`src/sv/lpht_pkg.sv`:
```
// ----------------------------------------------------------------------------
// Linear probe hash table package
// Shared constants, transaction structs and controller/datapath interface.
// ----------------------------------------------------------------------------
package lpht_pkg;

   localparam int TABLE_SLOTS = 8;
   localparam int SLOT_W      = $clog2(TABLE_SLOTS);
   localparam int CNT_W       = $clog2(TABLE_SLOTS + 1);

   localparam logic [1:0] CMD_INSERT = 2'd0;
   localparam logic [1:0] CMD_SEARCH = 2'd1;
   localparam logic [1:0] CMD_DELETE = 2'd2;

   localparam logic [1:0] ST_OK      = 2'd0;
   localparam logic [1:0] ST_FULL    = 2'd1;
   localparam logic [1:0] ST_MISSING = 2'd2;

   typedef struct packed {
      logic [1:0]  command;
      logic [63:0] key;
      logic [7:0]  payload;
   } lpht_req_type;

   typedef struct packed {
      logic [1:0] status;
      logic [2:0] slot;
      logic [7:0] stored_payload;
      logic [3:0] occupied;
   } lpht_rsp_type;

   typedef enum logic [1:0] {
      SEL_NONE,
      SEL_PROBE,
      SEL_READ
   } lpht_slot_sel_type;

   typedef struct packed {
      logic              load;
      logic              advance;
      logic              read;
      logic              write_entry;
      logic              clear_entry;
      logic              respond;
      logic [1:0]        rsp_status;
      lpht_slot_sel_type slot_sel;
      logic              take_payload;
   } lpht_cmd_type;

   typedef struct packed {
      logic full;
      logic slot_free;
      logic probes_done;
      logic hit;
      logic rd_pending;
   } lpht_stat_type;

   function automatic logic [SLOT_W-1:0] home_slot(input logic [7:0] c);
      logic [15:0] v;
      v = {8'd0, c};
      for (int b = 7; b >= 0; b--) begin
         if (v >= (16'(TABLE_SLOTS) << b)) begin
            v = v - (16'(TABLE_SLOTS) << b);
         end
      end
      return v[SLOT_W-1:0];
   endfunction

   function automatic logic [63:0] trim_key(input logic [63:0] k);
      logic [63:0] t;
      logic        live;
      t    = '0;
      live = 1'b1;
      for (int b = 0; b < 8; b++) begin
         live = live & (k[8*b +: 8] != 8'd0);
         if (live) begin
            t[8*b +: 8] = k[8*b +: 8];
         end
      end
      return t;
   endfunction

endpackage

```
`src/sv/lpht_ctrl.sv`:
```
// ----------------------------------------------------------------------------
// Linear probe hash table controller
// Sequences load, probe, update and response steps of one transaction.
// ----------------------------------------------------------------------------
module lpht_ctrl (
   input  logic                  clock,
   input  logic                  reset,
   input  logic                  start,
   input  logic [1:0]            req_command,
   input  lpht_pkg::lpht_stat_type stat,
   output lpht_pkg::lpht_cmd_type  cmd,
   output logic                  busy
);
   import lpht_pkg::*;

   typedef enum logic [1:0] {
      S_IDLE,
      S_INSERT,
      S_FIND,
      S_NOP
   } state_type;

   state_type state_ff, state_in;
   logic      del_ff, del_in;

   always_comb begin
      state_in         = state_ff;
      del_in           = del_ff;
      cmd              = '0;
      cmd.rsp_status   = ST_OK;
      cmd.slot_sel     = SEL_NONE;
      case (state_ff)
         S_IDLE: begin
            if (start) begin
               cmd.load = 1'b1;
               del_in   = (req_command == CMD_DELETE);
               case (req_command)
                  CMD_INSERT: state_in = S_INSERT;
                  CMD_SEARCH: state_in = S_FIND;
                  CMD_DELETE: state_in = S_FIND;
                  default:    state_in = S_NOP;
               endcase
            end
         end
         S_INSERT: begin
            if (stat.full || (!stat.slot_free && stat.probes_done)) begin
               cmd.respond    = 1'b1;
               cmd.rsp_status = ST_FULL;
               state_in       = S_IDLE;
            end else if (stat.slot_free) begin
               cmd.write_entry = 1'b1;
               cmd.respond     = 1'b1;
               cmd.slot_sel    = SEL_PROBE;
               state_in        = S_IDLE;
            end else begin
               cmd.advance = 1'b1;
            end
         end
         S_FIND: begin
            if (stat.hit) begin
               cmd.respond      = 1'b1;
               cmd.slot_sel     = SEL_READ;
               cmd.take_payload = !del_ff;
               cmd.clear_entry  = del_ff;
               state_in         = S_IDLE;
            end else if (stat.probes_done) begin
               if (!stat.rd_pending) begin
                  cmd.respond    = 1'b1;
                  cmd.rsp_status = ST_MISSING;
                  state_in       = S_IDLE;
               end
            end else begin
               cmd.read    = 1'b1;
               cmd.advance = 1'b1;
            end
         end
         S_NOP: begin
            cmd.respond = 1'b1;
            state_in    = S_IDLE;
         end
         default: begin
            state_in = S_IDLE;
         end
      endcase
   end

   always_ff @(posedge clock) begin
      if (reset) begin
         state_ff <= S_IDLE;
         del_ff   <= 1'b0;
      end else begin
         state_ff <= state_in;
         del_ff   <= del_in;
      end
   end

   assign busy = (state_ff != S_IDLE);

   assert property (@(posedge clock) disable iff (reset)
      (cmd.write_entry || cmd.clear_entry) |-> cmd.respond)
      else $error("table update without response");

   assert property (@(posedge clock) disable iff (reset)
      cmd.respond |=> (state_ff == S_IDLE))
      else $error("controller not idle after response");

   assert property (@(posedge clock) disable iff (reset)
      (start && !busy) |=> busy)
      else $error("accepted transaction did not raise busy");

endmodule

```
`src/sv/lpht_datapath.sv`:
```
// ----------------------------------------------------------------------------
// Linear probe hash table datapath
// Slot storage, valid bits, fill count, probe pointer and response register.
// ----------------------------------------------------------------------------
module lpht_datapath (
   input  logic                   clock,
   input  logic                   reset,
   input  lpht_pkg::lpht_req_type  req_data,
   input  lpht_pkg::lpht_cmd_type  cmd,
   output lpht_pkg::lpht_stat_type stat,
   output lpht_pkg::lpht_rsp_type  rsp_data,
   output logic                   rsp_strobe
);
   import lpht_pkg::*;

   logic [63:0]            key_mem_ff [TABLE_SLOTS];
   logic [7:0]             pay_mem_ff [TABLE_SLOTS];

   logic [63:0]            key_ff, key_in;
   logic [7:0]             pay_ff, pay_in;
   logic [SLOT_W-1:0]      ptr_ff, ptr_in;
   logic [CNT_W-1:0]       probe_ff, probe_in;
   logic [TABLE_SLOTS-1:0] valid_ff, valid_in;
   logic [CNT_W-1:0]       fill_ff, fill_in;
   logic [63:0]            rd_key_ff;
   logic [7:0]             rd_pay_ff;
   logic [SLOT_W-1:0]      rd_slot_ff;
   logic                   rd_live_ff;
   logic                   rd_pend_ff, rd_pend_in;
   lpht_rsp_type           rsp_ff, rsp_in;
   logic                   rsp_strobe_ff, rsp_strobe_in;
   logic [SLOT_W-1:0]      ptr_next;

   assign ptr_next = (ptr_ff == SLOT_W'(TABLE_SLOTS - 1)) ? '0 : ptr_ff + 1'b1;

   always_comb begin
      key_in   = key_ff;
      pay_in   = pay_ff;
      ptr_in   = ptr_ff;
      probe_in = probe_ff;
      if (cmd.load) begin
         key_in   = trim_key(req_data.key);
         pay_in   = req_data.payload;
         ptr_in   = home_slot(req_data.key[7:0]);
         probe_in = '0;
      end else if (cmd.advance) begin
         ptr_in   = ptr_next;
         probe_in = probe_ff + 1'b1;
      end

      valid_in = valid_ff;
      if (cmd.write_entry) begin
         valid_in[ptr_ff] = 1'b1;
      end
      if (cmd.clear_entry) begin
         valid_in[rd_slot_ff] = 1'b0;
      end
      fill_in = fill_ff + CNT_W'(cmd.write_entry) - CNT_W'(cmd.clear_entry);

      rd_pend_in = cmd.read;

      rsp_in        = rsp_ff;
      rsp_strobe_in = cmd.respond;
      if (cmd.respond) begin
         rsp_in.status = cmd.rsp_status;
         case (cmd.slot_sel)
            SEL_PROBE: rsp_in.slot = 3'(ptr_ff);
            SEL_READ:  rsp_in.slot = 3'(rd_slot_ff);
            default:   rsp_in.slot = 3'd0;
         endcase
         rsp_in.stored_payload = cmd.take_payload ? rd_pay_ff : 8'd0;
         rsp_in.occupied       = 4'(fill_in);
      end
   end

   always_ff @(posedge clock) begin
      if (reset) begin
         valid_ff      <= '0;
         fill_ff       <= '0;
         rd_pend_ff    <= 1'b0;
         rsp_strobe_ff <= 1'b0;
      end else begin
         valid_ff      <= valid_in;
         fill_ff       <= fill_in;
         rd_pend_ff    <= rd_pend_in;
         rsp_strobe_ff <= rsp_strobe_in;
      end
   end

   always_ff @(posedge clock) begin
      key_ff   <= key_in;
      pay_ff   <= pay_in;
      ptr_ff   <= ptr_in;
      probe_ff <= probe_in;
      rsp_ff   <= rsp_in;
   end

   always_ff @(posedge clock) begin
      if (cmd.write_entry) begin
         key_mem_ff[ptr_ff] <= key_ff;
         pay_mem_ff[ptr_ff] <= pay_ff;
      end
      if (cmd.read) begin
         rd_key_ff  <= key_mem_ff[ptr_ff];
         rd_pay_ff  <= pay_mem_ff[ptr_ff];
         rd_slot_ff <= ptr_ff;
         rd_live_ff <= valid_ff[ptr_ff];
      end
   end

   assign stat.full        = (fill_ff >= CNT_W'(TABLE_SLOTS));
   assign stat.slot_free   = !valid_ff[ptr_ff];
   assign stat.probes_done = (probe_ff == CNT_W'(TABLE_SLOTS));
   assign stat.hit         = rd_pend_ff && rd_live_ff && (rd_key_ff == key_ff);
   assign stat.rd_pending  = rd_pend_ff;

   assign rsp_data   = rsp_ff;
   assign rsp_strobe = rsp_strobe_ff;

   assert property (@(posedge clock) disable iff (reset)
      $countones(valid_ff) == int'(fill_ff))
      else $error("fill count differs from valid slot count");

   assert property (@(posedge clock) disable iff (reset)
      cmd.write_entry |-> !valid_ff[ptr_ff])
      else $error("insert over an occupied slot");

   assert property (@(posedge clock) disable iff (reset)
      cmd.clear_entry |-> valid_ff[rd_slot_ff])
      else $error("delete of an empty slot");

   assert property (@(posedge clock) disable iff (reset)
      fill_ff <= CNT_W'(TABLE_SLOTS))
      else $error("fill count above slot count");

endmodule

```
`src/sv/linear_probe_hash_table_core.sv`:
```
// ----------------------------------------------------------------------------
// Linear probe hash table core
// Open-addressing table with linear probing: insert, search and delete.
//
//   channel   ports                         handshake
//   request   start, busy, req_data         taken when start & !busy
//   response  rsp_strobe, rsp_data          valid for one cycle, no stall
//
// One transaction at a time; busy stays high from acceptance until the
// cycle in which rsp_strobe rises, where the next start is taken.
// Insert probes one valid bit per cycle from the home slot; search and
// delete read one slot per cycle from the slot memory and compare each
// registered read against the request key.
// Synchronous reset empties the table by clearing all valid bits.
// ----------------------------------------------------------------------------
module linear_probe_hash_table_core (
   input  logic                  clock,
   input  logic                  reset,
   input  logic                  start,
   output logic                  busy,
   input  lpht_pkg::lpht_req_type req_data,
   output logic                  rsp_strobe,
   output lpht_pkg::lpht_rsp_type rsp_data
);
   import lpht_pkg::*;

   lpht_cmd_type  cmd;
   lpht_stat_type stat;

   lpht_ctrl u_ctrl (
      .clock       (clock),
      .reset       (reset),
      .start       (start),
      .req_command (req_data.command),
      .stat        (stat),
      .cmd         (cmd),
      .busy        (busy)
   );

   lpht_datapath u_datapath (
      .clock      (clock),
      .reset      (reset),
      .req_data   (req_data),
      .cmd        (cmd),
      .stat       (stat),
      .rsp_data   (rsp_data),
      .rsp_strobe (rsp_strobe)
   );

endmodule

```
`config.mk`:
```
export PLATFORM = sky130hd
export DESIGN_NAME = linear_probe_hash_table_core
export DESIGN_NICKNAME = d
export VERILOG_FILES = /design/src/sv/lpht_pkg.sv /design/src/sv/lpht_ctrl.sv /design/src/sv/lpht_datapath.sv /design/src/sv/linear_probe_hash_table_core.sv
export SDC_FILE = /design/constraint.sdc
export NUM_CORES = 1
export LEC_CHECK = 0
export ABC_AREA = 1
export BUFFER_PORTS_ARGS = -buffer_cell sky130_fd_sc_hd__buf_4
export CORE_ASPECT_RATIO = 0.6
export CORE_MARGIN = 2
export CORE_UTILIZATION = 35
export CTS_BUF_LIST = sky130_fd_sc_hd__clkbuf_2 sky130_fd_sc_hd__clkbuf_4 sky130_fd_sc_hd__clkbuf_8
export CTS_CLUSTER_DIAMETER = 120
export DETAILED_ROUTE_END_ITERATION = 6
export REMOVE_ABC_BUFFERS = 1
export SETUP_SLACK_MARGIN = 0.1
export SLEW_MARGIN = 20
export SYNTH_ARGS = -nofsm -noshare
export SYNTH_HDL_FRONTEND = slang
export SYNTH_SLANG_ARGS = --single-unit
export TNS_END_PERCENT = 20
```
`constraint.sdc`:
```
create_clock -name clock -period 10.3 [get_ports clock]
set_input_delay 1.03 -clock clock [delete_from_list [all_inputs] [get_ports clock]]
set_output_delay 1.03 -clock clock [all_outputs]
set_load 0.005 [all_outputs]
```
==> impl_metrics.tcl <==
set metrics [dict create \
    post_cts_buffers 0 \
    worstMarginPinSlew_ns 1.18 \
    cp_slowest_cell "nor2_4" \
    seq_power_share 0.531 \
    cts_tree "yes" \
    cts_hold_buf 0 \
    power_frac_comb 0.164 \
    antenna_found_initial 3 \
    switching_share 0.293 \
    path_cells "inv_2, nor3_4, buf_4, inv_1, nor2_4, buf_4" \
    fin_ws_ns 5.59 \
    grt_first_pass_wirelength_um 111000 \
    cp_num_buf_inv 4 \
    clockRootBuffer "clkbuf_8" \
    cts_resized 0 \
    critical_path_arrival_ns 5.06 \
    async_flop_share 0 \
    io_buffers 95 \
    nFillCells 7684 \
    final_layout_size_suffix_gt1_frac 0.130 \
    clk_pin_slew_ns 0.07 \
    ys_ff_latch 765 \
    ant_nets 0 \
    cts_made_buffers 103 \
    finalNetCount 2386 \
    crit_top_cell "buf_4" \
    p_int_w 0.00532 \
    final_cells 3505 \
    finalCriticalPeriod_ns 4.71 \
    yosys_most_used_dff "edfxtp_1" \
    grt_max_degree 72 \
    dr_total_vias 17700 \
    worst-setup-path-type "flip-flop to flip-flop" \
    rows 82 \
    slew-limit-headroom 0.212 \
    start_util 0.353 \
    yosysUniqueCellTypes 37 \
    grtUsageTotal 0.174 \
    most-common-layout-cells "edfxtp_1, nand2_1, inv_1" \
    critPathLaunchType "flip-flop" \
    final-max-slew-violation-count 0 \
    p_sw_w 0.00221 \
    fmax_mhz 212 \
    leakage_nw 12.0 \
    htreeDepth 3 \
    worstPathRequired_ns 10.65 \
    seqCellArea_sq_mm 0.0228 \
    io_pins 96 \
    tns_ns 0 \
    p_clk_frac 0.305 \
    crit_path_max_incr_delay_ns 0.92 \
    fin_skew_ns 0.0418 \
    dpl_worst_slack_ns 5.59 \
    die_h_um 229 \
    hold_viol 0 \
    end_kind "flip-flop" \
    synth_edf_count 744 \
    total_power_w 0.00752 \
    cts.sinks 765 \
    die_w_um 379 \
    status "complete, no violations" \
    powerDensity_mw_per_mm2 223 \
    overflow 0 \
    drc_errors 0 \
    clock_path_buffers 3 \
    dp_hpwl_um 42500 \
    dr.pass1.iters 6 \
    yosysSeqAreaShare 0.771 \
    viasPerCell 5.05 \
    hp-class "primary input to flip-flop" \
    gp_congestion 0.836 \
    setup_viol 0 \
    fin_crit_sh 0.458 \
    dieArea_sq_mm 0.0867 \
    ir_worst_vdd_v 0.000128 \
    rsz0062_at_grt "no" \
    drv_cap 0 \
    cp_max_fo 61 \
    first_global_vias 17400 \
    netlist_instances 2131 \
    postRouteWirelength_um 75900 \
    routedWlPerCell_um 21.7 \
    multi_input_area_sq_mm 0.00565 \
    areaGrowthSynthToFinish_pct 14.1 \
    syn_area_sq_mm 0.0295 \
    dp.cells 3319 \
    drtIter0Drc 2070 \
    syn_area_per_cell_sq_um 13.9 \
    clkLatencyLatePin_ns 0.76 \
    final_util 0.403 \
    path_delay_family "buffers and inverters" \
    ys_warn_count 0 \
    final_common_cell "edfxtp_1" \
    core_area_sq_mm 0.0835 \
]
## power by group through the flow
stage               Sequential (W)  Combinational [W]  Clock [W]
floorplan                  0.00398           0.000742          0
CTS                        0.00399            0.00124    0.00234
global route               0.00402            0.00136    0.00248
finish                     0.00399            0.00124    0.00229
global placement           0.00404            0.00121          0
detailed placement         0.00405            0.00123          0
## metrics by stage
stage | instance area [sq um] | hold WS [ns]
final | 33700 | 0.457
after global routing | 33700 | 0.383
after CTS | 33700 | 0.378
after detailed placement | 31700 | 0.503
after global placement | 31700 | 0.489
after floorplan | 29200 | 0.466
## kinds of logic (layout without fill, tap and decap cells)
| group | Yosys count | after routing | synth area share |
|---|---|---|---|
| and+or+nand+nor | 780 | 780 | 0.114 |
| other | 0 | 1 | 0 |
| AOI/OAI and AO/OA | 244 | 244 | 0.0621 |
| DFF | 765 | 765 | 0.771 |
| buffers and inverters | 308 | 547 | 0.0404 |
| adders and majority gates | 19 | 19 | 0.00831 |
| xor gates and xnor gates | 15 | 15 | 0.00445 |
## flip-flops by register name (all words and copies together), names as in the netlist
register and flops:
u_datapath.rsp_data 17, u_datapath.probe_ff 4, u_datapath.key_mem_ff 512, u_datapath.rd_pend_ff 1
u_datapath.rd_pay_ff 8, u_datapath.pay_mem_ff 64, u_datapath.pay_ff 8, u_datapath.rd_slot_ff 3
u_datapath.valid_ff 8, u_datapath.rd_key_ff 64, u_ctrl.state_ff 2, u_datapath.key_ff 64
u_ctrl.del_ff 1, u_datapath.ptr_ff 3, u_datapath.rsp_strobe 1, u_datapath.rd_live_ff 1
u_datapath.fill_ff 4
## layer usage
layer | part of all wire | up-vias | wire, um | global-route usage
met5 | 0.00017 | - | 13 | 0
met4 | 0.016 | 2 | 1190 | 0.0423
met1 | 0.46 | 8806 | 34800 | 0.260
li1 | - | 8022 | - | -
met3 | 0.094 | 99 | 7130 | 0.0460
met2 | 0.43 | 768 | 32700 | 0.252
## worst paths after layout
kind                                                      start                                     end  slack, ns  cells after the start
worst max-delay path             u_datapath.ptr_ff[2]$_DFFE_PP_  u_datapath.key_mem_ff[4][40]$_DFFE_PP_       5.59                      6
worst min-delay path                                req_data[6]          u_datapath.pay_ff[6]$_DFFE_PP_       0.46                      1
worst max register to register   u_datapath.ptr_ff[2]$_DFFE_PP_  u_datapath.key_mem_ff[4][40]$_DFFE_PP_       5.59                      6
worst min register to register  u_ctrl.state_ff[0]$_SDFFE_PP0P_         u_ctrl.state_ff[0]$_SDFFE_PP0P_       0.51                      2
## cells in the mapped netlist (2+ instances only)
| master | count | area, sq um |
|---|---|---|
| nor3_4 | 2 | 32.5 |
| a21oi_1 | 24 | 120 |
| or2_2 | 4 | 25.0 |
| xor2_1 | 2 | 17.5 |
| ha_1 | 18 | 225 |
| clkbuf_1 | 43 | 161 |
| nand3_1 | 32 | 160 |
| a221oi_1 | 64 | 561 |
| a22oi_1 | 86 | 646 |
| o21ai_1 | 2 | 10.0 |
| nand4_1 | 82 | 513 |
| nor4_1 | 17 | 106 |
| nor2_2 | 6 | 37.5 |
| inv_2 | 4 | 15.0 |
| o21ai_0 | 25 | 125 |
| edfxtp_1 | 744 | 22300 |
| nand3b_1 | 5 | 37.5 |
| xnor2_1 | 13 | 114 |
| dfxtp_1 | 21 | 420 |
| nor3_1 | 4 | 20.0 |
| inv_1 | 233 | 875 |
| and2_1 | 2 | 12.5 |
| nor3_2 | 7 | 70.1 |
| buf_2 | 27 | 135 |
| nand2_1 | 438 | 1640 |
| nand2_2 | 2 | 12.5 |
| nor2_1 | 177 | 664 |
| a22o_1 | 38 | 333 |
## area by class of cell
type	instances	area share
Antenna cell	1	0.0000743
Clock buffer	128	0.0481
Tap cell	1134	0.0421
Inverter	237	0.0265
Multi-Input combinational cell	1058	0.168
Sequential cell	765	0.676
Clock inverter	57	0.0115
Timing Repair Buffer	125	0.0279
No activity file was read; power rests on OpenSTA's default activity.
